File: config.mk
export PLATFORM = sky130hd
export DESIGN_NAME = sensor_bus_master_with_crc
export DESIGN_NICKNAME = d
export VERILOG_FILES = /design/src/rtl/sbm_pkg.sv /design/src/rtl/sbm_seq.sv /design/src/rtl/sensor_bus_master_with_crc.sv
export SDC_FILE = /design/constraint.sdc
export NUM_CORES = 1
export LEC_CHECK = 0
export BUFFER_PORTS_ARGS = -buffer_cell sky130_fd_sc_hd__buf_2
export CELL_PAD_IN_SITES_DETAIL_PLACEMENT = 0
export CELL_PAD_IN_SITES_GLOBAL_PLACEMENT = 1
export CORE_MARGIN = 1
export CORE_UTILIZATION = 45
export DETAILED_ROUTE_END_ITERATION = 6
export HOLD_SLACK_MARGIN = 0.1
export PLACE_DENSITY = 0.79
export SYNTH_ARGS = -nofsm -noshare
export SYNTH_HDL_FRONTEND = slang
export SYNTH_SLANG_ARGS = --single-unit
File: constraint.sdc
create_clock -name clk -period 4.3 [get_ports clk]
set_input_delay 0.215 -clock clk [delete_from_list [all_inputs] [get_ports clk]]
set_output_delay 0.215 -clock clk [all_outputs]
set_load 0.1 [all_outputs]
File: src/rtl/sbm_pkg.sv
// Shared types, codes and helper functions for the sensor bus master.
// Used by sbm_seq and sensor_bus_master_with_crc; depends on nothing.
package sbm_pkg;

	typedef enum logic [3:0] {
		ST_IDLE  = 4'd0,
		ST_CR_LO = 4'd1,
		ST_CR_HI = 4'd2,
		ST_START = 4'd3,
		ST_WR_LO = 4'd4,
		ST_WR_HI = 4'd5,
		ST_WAIT  = 4'd6,
		ST_RD_LO = 4'd7,
		ST_RD_HI = 4'd8,
		ST_END   = 4'd9
	} step_t;

	localparam logic [2:0] OP_NONE      = 3'd0;
	localparam logic [2:0] OP_TEMP      = 3'd1;
	localparam logic [2:0] OP_HUMI      = 3'd2;
	localparam logic [2:0] OP_STAT_RD   = 3'd3;
	localparam logic [2:0] OP_STAT_WR   = 3'd4;
	localparam logic [2:0] OP_SOFT_RST  = 3'd5;

	localparam logic [1:0] ERR_OK       = 2'd0;
	localparam logic [1:0] ERR_NO_ACK   = 2'd1;
	localparam logic [1:0] ERR_TIMEOUT  = 2'd2;
	localparam logic [1:0] ERR_CHECKSUM = 2'd3;

	localparam logic [2:0] REG_HALF_PERIOD = 3'd0;
	localparam logic [2:0] REG_POLL_INTV   = 3'd1;
	localparam logic [2:0] REG_TIMEOUT     = 3'd2;
	localparam logic [2:0] REG_CMD_TEMP    = 3'd3;
	localparam logic [2:0] REG_CMD_HUMI    = 3'd4;
	localparam logic [2:0] REG_CMD_STAT_RD = 3'd5;
	localparam logic [2:0] REG_CMD_STAT_WR = 3'd6;
	localparam logic [2:0] REG_CMD_SOFT    = 3'd7;

	localparam logic [7:0] CRC_POLY = 8'h31;

	// Start pattern, phase i in bit i.
	localparam logic [6:0] START_SCK  = 7'b0110110;
	localparam logic [6:0] START_PULL = 7'b0011100;

	typedef struct packed {
		logic [7:0]  half_period;
		logic [15:0] poll_interval;
		logic [15:0] timeout_polls;
		logic [7:0]  cmd_temp;
		logic [7:0]  cmd_humi;
		logic [7:0]  cmd_stat_rd;
		logic [7:0]  cmd_stat_wr;
		logic [7:0]  cmd_soft;
	} cfg_t;

	typedef struct packed {
		logic        sck;
		logic        data_pull_low;
		logic        busy;
		logic        done;
		logic [15:0] read_value;
		logic [7:0]  read_checksum;
		logic [1:0]  error_code;
	} res_t;

	function automatic logic [7:0] crc8_update(input logic [7:0] crc, input logic [7:0] b);
		logic [7:0] c;
		c = crc ^ b;
		for (int i = 0; i < 8; i++) begin
			c = c[7] ? ({c[6:0], 1'b0} ^ CRC_POLY) : {c[6:0], 1'b0};
		end
		return c;
	endfunction

	function automatic logic [7:0] reverse8(input logic [7:0] v);
		logic [7:0] r;
		for (int i = 0; i < 8; i++) begin
			r[i] = v[7 - i];
		end
		return r;
	endfunction

endpackage

File: src/rtl/sbm_seq.sv
// Transaction sequencer of the sensor bus master: state registers and the
// per-tick next-state logic. Depends on sbm_pkg.
module sbm_seq #(
	parameter int TIMER_WIDTH = 16
) (
	input  logic          clk,
	input  logic          arst_n,
	input  logic          adv,
	input  logic [2:0]    op,
	input  logic [7:0]    write_value,
	input  logic          data_line,
	input  sbm_pkg::cfg_t cfg,
	output sbm_pkg::res_t res
);
	import sbm_pkg::*;

	localparam int CW = (TIMER_WIDTH > 16) ? TIMER_WIDTH : 16;
	localparam logic [CW-1:0] TMAX = {CW{1'b1}} >> (CW - TIMER_WIDTH);

	step_t                  step_q, step_d;
	logic [TIMER_WIDTH-1:0] timer_q, timer_d;
	logic [3:0]             bit_q, bit_d;
	logic [1:0]             byte_q, byte_d;
	logic [7:0]             shift_q, shift_d;
	logic [2:0]             kind_q, kind_d;
	logic [15:0]            poll_q, poll_d;
	logic [15:0]            value_q, value_d;
	logic [7:0]             chk_q, chk_d;
	logic [7:0]             crc_q, crc_d;
	logic [1:0]             err_q, err_d;

	logic                   sck, pull, done;
	logic                   measure;
	logic [7:0]             cmd;
	logic [7:0]             half;
	logic [15:0]            poll_iv;
	logic [CW-1:0]          poll_iv_ext;

	assign measure     = (kind_q == OP_TEMP) || (kind_q == OP_HUMI);
	assign half        = (cfg.half_period == 8'd0) ? 8'd1 : cfg.half_period;
	assign poll_iv     = (cfg.poll_interval == 16'd0) ? 16'd0 : cfg.poll_interval - 16'd1;
	assign poll_iv_ext = CW'(poll_iv);

	always_comb begin
		step_d  = step_q;
		timer_d = timer_q;
		bit_d   = bit_q;
		byte_d  = byte_q;
		shift_d = shift_q;
		kind_d  = kind_q;
		poll_d  = poll_q;
		value_d = value_q;
		chk_d   = chk_q;
		crc_d   = crc_q;
		err_d   = err_q;
		sck     = 1'b0;
		pull    = 1'b0;
		done    = 1'b0;
		cmd     = cfg.cmd_soft;

		if (step_q == ST_IDLE) begin
			if (op inside {[OP_TEMP:OP_SOFT_RST]}) begin
				kind_d  = op;
				err_d   = ERR_OK;
				chk_d   = 8'd0;
				crc_d   = 8'd0;
				value_d = 16'd0;
				poll_d  = 16'd0;
				bit_d   = 4'd0;
				byte_d  = 2'd0;
				timer_d = '0;
				case (op)
					OP_TEMP: cmd = cfg.cmd_temp;
					OP_HUMI: cmd = cfg.cmd_humi;
					OP_STAT_RD: cmd = cfg.cmd_stat_rd;
					OP_STAT_WR: begin
						cmd     = cfg.cmd_stat_wr;
						value_d = {8'd0, write_value};
					end
					default: cmd = cfg.cmd_soft;
				endcase
				shift_d = cmd;
				if (op == OP_TEMP || op == OP_HUMI) begin
					crc_d = crc8_update(8'd0, cmd);
				end
				step_d = (op == OP_SOFT_RST) ? ST_CR_LO : ST_START;
			end
		end else begin
			case (step_q)
				ST_CR_HI: sck = 1'b1;
				ST_START: begin
					if (bit_q < 4'd7) begin
						sck  = START_SCK[bit_q[2:0]];
						pull = START_PULL[bit_q[2:0]];
					end
				end
				ST_WR_LO, ST_WR_HI: begin
					sck = (step_q == ST_WR_HI);
					if (bit_q < 4'd8) begin
						pull = ~shift_q[~bit_q[2:0]];
					end
				end
				ST_RD_LO, ST_RD_HI: begin
					sck = (step_q == ST_RD_HI);
					if (bit_q >= 4'd8) begin
						pull = (byte_q < 2'd2);
					end
				end
				default: ;
			endcase

			if (step_q == ST_WAIT) begin
				if (timer_q != '0) begin
					timer_d = timer_q - TIMER_WIDTH'(1);
				end else if (poll_q >= cfg.timeout_polls) begin
					err_d  = ERR_TIMEOUT;
					step_d = ST_END;
				end else if (!data_line) begin
					byte_d  = 2'd0;
					bit_d   = 4'd0;
					shift_d = 8'd0;
					step_d  = ST_RD_LO;
				end else begin
					poll_d  = poll_q + 16'd1;
					timer_d = (poll_iv_ext > TMAX) ? TIMER_WIDTH'(TMAX)
					                               : TIMER_WIDTH'(poll_iv_ext);
				end
			end else if (({1'b0, timer_q} + (TIMER_WIDTH + 1)'(1))
			             >= (TIMER_WIDTH + 1)'(half)) begin
				timer_d = '0;
				case (step_q)
					ST_CR_LO: step_d = ST_CR_HI;
					ST_CR_HI: begin
						if (bit_q >= 4'd8) begin
							bit_d  = 4'd0;
							step_d = ST_START;
						end else begin
							bit_d  = bit_q + 4'd1;
							step_d = ST_CR_LO;
						end
					end
					ST_START: begin
						if (bit_q >= 4'd6) begin
							bit_d  = 4'd0;
							step_d = ST_WR_LO;
						end else begin
							bit_d = bit_q + 4'd1;
						end
					end
					ST_WR_LO: step_d = ST_WR_HI;
					ST_WR_HI: begin
						if (bit_q < 4'd8) begin
							bit_d  = bit_q + 4'd1;
							step_d = ST_WR_LO;
						end else begin
							bit_d = 4'd0;
							if (data_line) begin
								err_d  = ERR_NO_ACK;
								step_d = ST_END;
							end else if (kind_q == OP_STAT_WR && byte_q == 2'd0) begin
								byte_d  = 2'd1;
								shift_d = value_q[7:0];
								step_d  = ST_WR_LO;
							end else if (measure) begin
								poll_d = 16'd0;
								step_d = ST_WAIT;
							end else if (kind_q == OP_STAT_RD) begin
								byte_d  = 2'd1;
								shift_d = 8'd0;
								step_d  = ST_RD_LO;
							end else begin
								step_d = ST_END;
							end
						end
					end
					ST_RD_LO: step_d = ST_RD_HI;
					ST_RD_HI: begin
						if (bit_q < 4'd8) begin
							shift_d = {shift_q[6:0], data_line};
							bit_d   = bit_q + 4'd1;
							step_d  = ST_RD_LO;
						end else begin
							bit_d = 4'd0;
							if (byte_q == 2'd0) begin
								value_d = {shift_q, 8'd0};
								crc_d   = crc8_update(crc_q, shift_q);
							end else if (byte_q == 2'd1) begin
								value_d = {value_q[15:8], shift_q};
								crc_d   = crc8_update(crc_q, shift_q);
							end else begin
								chk_d = shift_q;
							end
							if (byte_q >= 2'd2) begin
								if (measure && reverse8(crc_q) != shift_q) begin
									err_d = ERR_CHECKSUM;
								end
								step_d = ST_END;
							end else begin
								byte_d  = byte_q + 2'd1;
								shift_d = 8'd0;
								step_d  = ST_RD_LO;
							end
						end
					end
					ST_END: begin
						step_d = ST_IDLE;
						done   = 1'b1;
					end
					default: step_d = ST_IDLE;
				endcase
			end else begin
				timer_d = timer_q + TIMER_WIDTH'(1);
			end
		end
	end

	always_ff @(posedge clk or negedge arst_n) begin
		if (!arst_n) begin
			step_q  <= ST_IDLE;
			timer_q <= '0;
			bit_q   <= 4'd0;
			byte_q  <= 2'd0;
			shift_q <= 8'd0;
			kind_q  <= OP_NONE;
			poll_q  <= 16'd0;
			value_q <= 16'd0;
			chk_q   <= 8'd0;
			crc_q   <= 8'd0;
			err_q   <= ERR_OK;
		end else if (adv) begin
			step_q  <= step_d;
			timer_q <= timer_d;
			bit_q   <= bit_d;
			byte_q  <= byte_d;
			shift_q <= shift_d;
			kind_q  <= kind_d;
			poll_q  <= poll_d;
			value_q <= value_d;
			chk_q   <= chk_d;
			crc_q   <= crc_d;
			err_q   <= err_d;
		end
	end

	assign res.sck           = sck;
	assign res.data_pull_low = pull;
	assign res.busy          = (step_d != ST_IDLE);
	assign res.done          = done;
	assign res.read_value    = value_d;
	assign res.read_checksum = chk_d;
	assign res.error_code    = err_d;

endmodule

File: src/rtl/sensor_bus_master_with_crc.sv
// Top level of the two-wire sensor bus master: stream ports, configuration
// registers and the result register. Depends on sbm_pkg and sbm_seq.
//
//   Channel  Direction  Handshake          Payload
//   s_*      in         s_tvalid/s_tready  one tick: request, write byte, data line
//   m_*      out        m_tvalid/m_tready  one tick: line levels, status, read data
//   cfg_*    in         cfg_valid/cfg_ready register index and value
//
// Every input transfer yields exactly one output transfer. One transfer per
// cycle is sustained while m_tready is high; the sequencer registers advance
// once per input transfer, and the single result register decouples the two sides.
// A stalled output holds its result and blocks input only while it is full.
// Reset returns the sequencer to idle and the config registers to their defaults.
module sensor_bus_master_with_crc #(
	parameter int TIMER_WIDTH = 16
) (
	input  logic        clk,
	input  logic        arst_n,
	input  logic        s_tvalid,
	output logic        s_tready,
	// [2:0] op, [10:3] write_value, [11] data_line, [15:12] zero
	input  logic [15:0] s_tdata,
	output logic        m_tvalid,
	input  logic        m_tready,
	// [0] sck, [1] data_pull_low, [2] busy_res, [3] done_res,
	// [19:4] read_value, [27:20] read_checksum, [29:28] error_code, [31:30] zero
	output logic [31:0] m_tdata,
	input  logic        cfg_valid,
	output logic        cfg_ready,
	input  logic [2:0]  cfg_index,
	input  logic [15:0] cfg_data
);
	import sbm_pkg::*;

	cfg_t        cfg_q;
	res_t        res;
	logic        adv;
	logic        out_valid_q;
	logic [31:0] out_data_q;

	assign s_tready  = !out_valid_q || m_tready;
	assign adv       = s_tvalid && s_tready;
	assign cfg_ready = 1'b1;

	always_ff @(posedge clk or negedge arst_n) begin
		if (!arst_n) begin
			cfg_q.half_period   <= 8'd5;
			cfg_q.poll_interval <= 16'd100;
			cfg_q.timeout_polls <= 16'd20000;
			cfg_q.cmd_temp      <= 8'd3;
			cfg_q.cmd_humi      <= 8'd5;
			cfg_q.cmd_stat_rd   <= 8'd7;
			cfg_q.cmd_stat_wr   <= 8'd6;
			cfg_q.cmd_soft      <= 8'd30;
		end else if (cfg_valid && cfg_ready) begin
			case (cfg_index)
				REG_HALF_PERIOD: cfg_q.half_period   <= cfg_data[7:0];
				REG_POLL_INTV:   cfg_q.poll_interval <= cfg_data;
				REG_TIMEOUT:     cfg_q.timeout_polls <= cfg_data;
				REG_CMD_TEMP:    cfg_q.cmd_temp      <= cfg_data[7:0];
				REG_CMD_HUMI:    cfg_q.cmd_humi      <= cfg_data[7:0];
				REG_CMD_STAT_RD: cfg_q.cmd_stat_rd   <= cfg_data[7:0];
				REG_CMD_STAT_WR: cfg_q.cmd_stat_wr   <= cfg_data[7:0];
				REG_CMD_SOFT:    cfg_q.cmd_soft      <= cfg_data[7:0];
				default: ;
			endcase
		end
	end

	sbm_seq #(
		.TIMER_WIDTH(TIMER_WIDTH)
	) u_seq (
		.clk        (clk),
		.arst_n     (arst_n),
		.adv        (adv),
		.op         (s_tdata[2:0]),
		.write_value(s_tdata[10:3]),
		.data_line  (s_tdata[11]),
		.cfg        (cfg_q),
		.res        (res)
	);

	always_ff @(posedge clk or negedge arst_n) begin
		if (!arst_n) begin
			out_valid_q <= 1'b0;
		end else if (adv) begin
			out_valid_q <= 1'b1;
		end else if (m_tready) begin
			out_valid_q <= 1'b0;
		end
	end

	always_ff @(posedge clk) begin
		if (adv) begin
			out_data_q <= {2'b00, res.error_code, res.read_checksum, res.read_value,
			               res.done, res.busy, res.data_pull_low, res.sck};
		end
	end

	assign m_tvalid = out_valid_q;
	assign m_tdata  = out_data_q;

endmodule

* After elaboration in Yosys (flattened, before gate mapping)
Memory sizes are Yosys's and may differ from the RTL's.
Index checks and enable logic that the tools add are counted.
** Operators by class
- Add/sub/neg operators :: 7
- Order comparisons :: 13
- Equality and inequality tests :: 46
- Mux-type cells :: 150
- Bitwise operators :: 20
- Reductions and logical operators :: 43
** Operators with widths (count)
- 16-bit two-way mux :: 27
- 8-bit two-way mux :: 36
- 4-bit two-way mux :: 25
- 6-bit two-way mux :: 16
- 2-bit two-way mux :: 27
- 3-bit inverter :: 17
- 16-bit by 1-bit adder with 16-bit output (second input constant) :: 2
- 8-bit one-hot mux with 4 select lines :: 1
- 16-bit by 1-bit subtractor with 16-bit output (second input constant) :: 2
- 4-bit one-hot mux with 7 select lines :: 1
- 3-bit == test (second input constant) :: 7
- 4-bit by 3-bit inequality test with 1-bit output (second input constant) :: 5
- 3-bit by 2-bit == test with 1-bit output (second input constant) :: 6
- 16-bit by 1-bit adder with 17-bit output (second input constant) :: 1
- 17-bit by 8-bit >= comparator with 1-bit output :: 1
- 4-bit by 3-bit == test with 1-bit output (second input constant) :: 4
- 16-bit >= comparator :: 1
- 16-bit greater-than comparator (second input constant) :: 1
- 16-bit zero test :: 1
- 8-bit one-hot mux with 2 select lines :: 1
- 2-bit AND reduction :: 8
- 16-bit nonzero test :: 1
- 3-bit by 2-bit inequality test with 1-bit output (second input constant) :: 5
- 7-bit AND reduction :: 2
- 48 further kinds :: 81
** Word-level totals
- Bits in registers :: 198
- Memory bits (read-only) :: 16
- Input bits :: 40
- Memories :: 2
** Memories
- (no name shown) :: depth 8, bits a word 1, rd ports 1, clocked after memory_dff 0, write ports 0, line sbm_seq.sv:94 : pull = START_PULL[bit_q[2:0]];
- (no name shown) :: depth 8, bits a word 1, rd ports 1, clocked after memory_dff 0, write ports 0, line sbm_seq.sv:93 : sck = START_SCK[bit_q[2:0]];

* Logic depth before layout (Yosys ltp)
- Word-level depth :: 24
- Gate-level depth with buffers :: 15

* Cells and area by module
From an unflattened synthesis, not the netlist that was laid out.
** Unflattened totals
- Cells, all modules :: 1165
- Area total of the unflattened synthesis :: 11992.8 um^2
** By module, submodules not included
- sbm_seq :: times used 1, cells each 949, area each 7838.8 um^2
- sensor_bus_master_with_crc :: times used 1, cells each 216, area each 4154.0 um^2

* Least setup slack after synthesis
No wires, ideal clock.
- Path type :: register to register
- Start :: register out_valid_q (netlist: m_tvalid)
- End :: register u_seq.timer_q[2]
- Setup time :: 86 ps
- Arrival time :: 3690 ps
- Required time :: 4214 ps
- Slack :: 525 ps
- Cell stages (with the launch flop) :: 7
- Path buffers :: 1
- Clock period less this slack :: 3775 ps
- Cell sequence :: dfrtp_1 -> nand2b_1 -> nand2_2 -> inv_1 -> clkbuf_1 -> nand3_1 -> o21ai_0
** Between the ends
- Cells in the longest elaborated chain, start to end :: 4
** Ends and longest elaborated chain
- start, declared :: line sensor_bus_master_with_crc.sv:38 : logic out_valid_q;
- start signal, assigned :: line sensor_bus_master_with_crc.sv:85 : out_valid_q <= 1'b0;
- start signal, assigned :: line sensor_bus_master_with_crc.sv:87 : out_valid_q <= 1'b1;
- start signal, assigned :: line sensor_bus_master_with_crc.sv:89 : out_valid_q <= 1'b0;
- 1-bit zero test :: line sensor_bus_master_with_crc.sv:41 : assign s_tready = !out_valid_q || m_tready;
- 1-bit logical OR :: line sensor_bus_master_with_crc.sv:41
- via s_tready :: line sensor_bus_master_with_crc.sv:20 : output logic s_tready,
- 1-bit logical AND :: line sensor_bus_master_with_crc.sv:42 : assign adv = s_tvalid && s_tready;
- via adv :: line sensor_bus_master_with_crc.sv:37 : logic adv;
- 4-bit AND reduction (no source line)
- end signal, assigned :: line sbm_seq.sv:232 : timer_q <= timer_d;
- end, declared :: line sbm_seq.sv:21 : logic [TIMER_WIDTH-1:0] timer_q, timer_d;
The timed path passes the listed nets, and every way through them passes these cells.
A chain may end at the register's enable or synchronous reset.

==> flow_summary.yaml <==
setup_path:
  cp.required_ns: 4.47
  worstSetupPathType: "reg2reg"
  regToRegSetupSlack_ns: 0.33
  r2r_start: "u_seq.timer_q[0]"
  cp-startpoint: "u_seq.timer_q[0]"
  crit_fanout: 9
  r2r-end: "m_tdata[2]"
  startpoint_type: "flip-flop"
  rr_worst_depth: 13
  critPathCaptureType: "flip-flop"
  arrival_ns: 4.14
  endpoint: "m_tdata[2]"
synthesis:
  synth_cell_types: 86
  synthArstFlopShare: 0.8485
  synth_edf_count: 30
  synth_xor_area_frac: 0.04563
  ys_top_cells_by_area: "dfrtp_1, edfxtp_1, mux2_2"
  synth_top_cell_by_area: "dfrtp_1"
  synth_area_um2: 11900
  synth-compound-area-share: 0.1951
  synth.area.mux_share: 0.09705
  synth_flop_cell: "dfrtp_1"
  yosys_warnings: 0
  synth_seq_cells: 198
  syn-instance-count: 1215
  avgSynthCellArea_um2: 9.794
  synthAdderAreaFrac: 0.03680
  ys_seq_area_frac: 0.4314
  synth_top_area_share: 0.3049
  yosys.area_share.simple: 0.1493
  synth_top_family_by_area: "compound AO/OA/AOI/OAI gates"
place:
  io_buffers: 67
  finalWeightedCongestion: 0.8774
  placed_area_um2: 12520
  dpl.hpwl_mm: 21.38
  place_ws_ns: 0.2786
timing:
  finalCritPeriodShare: 0.9234
  final.min_clock_period_ns: 3.970
  tightest_slew_ns: 0.9563
  layout_setup_ws_ns: 0.3296
  fmax_ghz: 0.2519
  rsz0062_at_grt: "no"
  hold_viol: 0
  finalSetupTns_ns: 0
  drv_slew: 0
  setup_viol: 0
  clock_skew_ns: 0.02125
  relSlewSlack: 0.3576
  fin_hold_ws_ns: 0.1199
pwr:
  p_clk_frac: 0.232
  p_leak_nw: 5.527
  p_int_mw: 4.269
  p_per_area_nw_per_um2: 543.9
  pwr-share-seq: 0.378
  p_sw_mw: 2.966
  swShare: 0.4100
  ir_drop_mv: 0.2718
  total_power_mw: 7.235
  pwr-share-comb: 0.390
floorplan:
  die_area_um2: 27100
  num_io_pins: 75
  num_rows: 59
  core-area_um2: 25980
  initial_core_util: 0.4580
  die_w_um: 164.6
  die-height_um: 164.6
global_routing:
  grt.overflow.total: 0
  grt_max_degree: 94
  antenna_found_initial: 0
  grt_pass1_vias: 8897
  grt_usage: 0.2350
  grt_pass1_wl_mm: 49.25
routing:
  ant_nets: 0
  remaining_drc_errors: 0
  firstDrtPassIters: 5
  routed_wl_mm: 30.91
  routedWlPerCell_um: 19.16
  drt-vias-per-instance: 5.916
  vias: 9543
  drtIter0Drc: 824
clocking:
  clock_latency_ns: 0.45
  cts-root-buf: "clkbuf_16"
  numClockSinks: 198
  tritoncts: "done"
  clk_transition_reported_paths_ns: 0.09
  cts_buffers: 17
  htree_levels: 4
  cts_buffer_depth: 2
finish:
  layout_commonest_cell: "dfrtp_1"
  area_growth_syn_to_layout_pct: 11.78
  mostFrequentLayoutCells: "dfrtp_1, nand2_1, o21ai_0, nor2_1, mux2_2"
  antenna_cells: 0
  nNetsFinal: 1340
  fin_area_um2: 13300
  fillers: 2398
  drive_gt1_frac: 0.2011
worst_hold_path:
  hp-class: "in2reg"
flow_run:
  cap_violations: 0
outcome:
  outcome: "finished, final reports clean"
[synthesized netlist by cell type (20+ instances only)]
cell type	n
a21oi_1	34
a22o_1	38
clkbuf_1	50
dfrtp_1	145
dfstp_2	23
edfxtp_1	30
ha_1	35
inv_1	55
mux2_2	73
nand2_1	115
nand3_1	31
nor2_1	80
nor3_1	20
o21ai_0	99
o22ai_1	30
o31ai_1	25
xnor2_1	42
xor2_1	20
[cells by family (layout without fill, tap and decap cells)]
kind of cell / after synthesis / after routing
buffers and inverters: 127 / 189
and+or+nand+nor: 354 / 354
adders and majority gates: 35 / 35
AOI/OAI and AO/OA: 339 / 339
DFF: 198 / 198
other: 2 / 3
muxes: 98 / 98
xor gates and xnor gates: 62 / 62
[worst max-delay path: stages (launching register included)]
cell       delay [ns]
dfrtp_1          0.49
ha_2             0.30
nand4_1          0.27
nor2_2           0.21
xor2_2           0.22
ha_1             0.29
nand4_1          0.10
nor2_1           0.06
a2111oi_1        0.34
and4bb_1         0.33
nand2_1          0.22
o21ai_0          0.17
nand3_1          0.14
or4_1            0.55
[power groups by stage]
stage | sequential (mW) | combinational [mW] | clock (mW)
after floorplan | 2.74 | 2.11 | 0
after global placement | 2.75 | 2.75 | 0
after detailed placement | 2.77 | 2.78 | 0
after CTS | 2.73 | 2.81 | 1.71
after global routing | 2.81 | 3.11 | 1.78
final | 2.74 | 2.82 | 1.68
[worst min path at each step]
stage / startpoint / end / slack [ns] / cells after the start
2_1_floorplan: arst_n / cfg_q[0] / -0.08 / 0
6_report: s_tdata[9] / m_tdata[10] / 0.12 / 3
3_3_place_gp: arst_n / u_seq.value_q[9] / 0.35 / 1
5_1_grt: s_tdata[3] / u_seq.value_q[0] / 0.12 / 3
4_1_cts: s_tdata[10] / m_tdata[11] / 0.11 / 3
3_5_place_dp: arst_n / u_seq.value_q[9] / 0.36 / 1
[area by class of cell]
type	count	area [µm²]	area share
well taps	335	419.2	0.03151
clock inverters	15	198.9	0.01496
flip-flops and latches	198	5134	0.3859
repair buffers	101	631.9	0.04750
multi-input cells	891	6282	0.4723
clock buffers	17	425.4	0.03198
inverters	56	210.2	0.01580
[stage by stage]
stage,std cells,util
CTS,1613,0.5114
global route,1613,0.5119
finish,1613,0.5119
global placement,1567,0.4819
detailed placement,1567,0.4819
floorplan,1216,-
[sequential cells by signal, indices dropped and copies added (netlist names), 8 cells and up]
| name | cells |
|---|---|
| u_seq.value_q | 16 |
| m_tdata | 30 |
| cfg_q | 80 |
| u_seq.chk_q | 8 |
| u_seq.crc_q | 8 |
| u_seq.poll_q | 16 |
| u_seq.shift_q | 8 |
| u_seq.timer_q | 16 |
[metal layers]
layer,up-vias,GRT usage,part of all wire
met5,-,0,0
met4,0,0.05463,0.0083
met3,21,0.03466,0.046
met2,255,0.3600,0.46
met1,4703,0.3484,0.48
li1,4564,-,-
[repair_timing]
| action | in CTS | in global routing |
|---|---|---|
| resized for setup | 0 | 4 |
| endpoints found under the setup margin | 0 | 11 |
| hold buffers | 14 | 0 |
| buffers inserted | 0 | 0 |
| endpoints found under the hold margin | 100 | 0 |
Note: power is estimated with default switching activity, not from simulation.
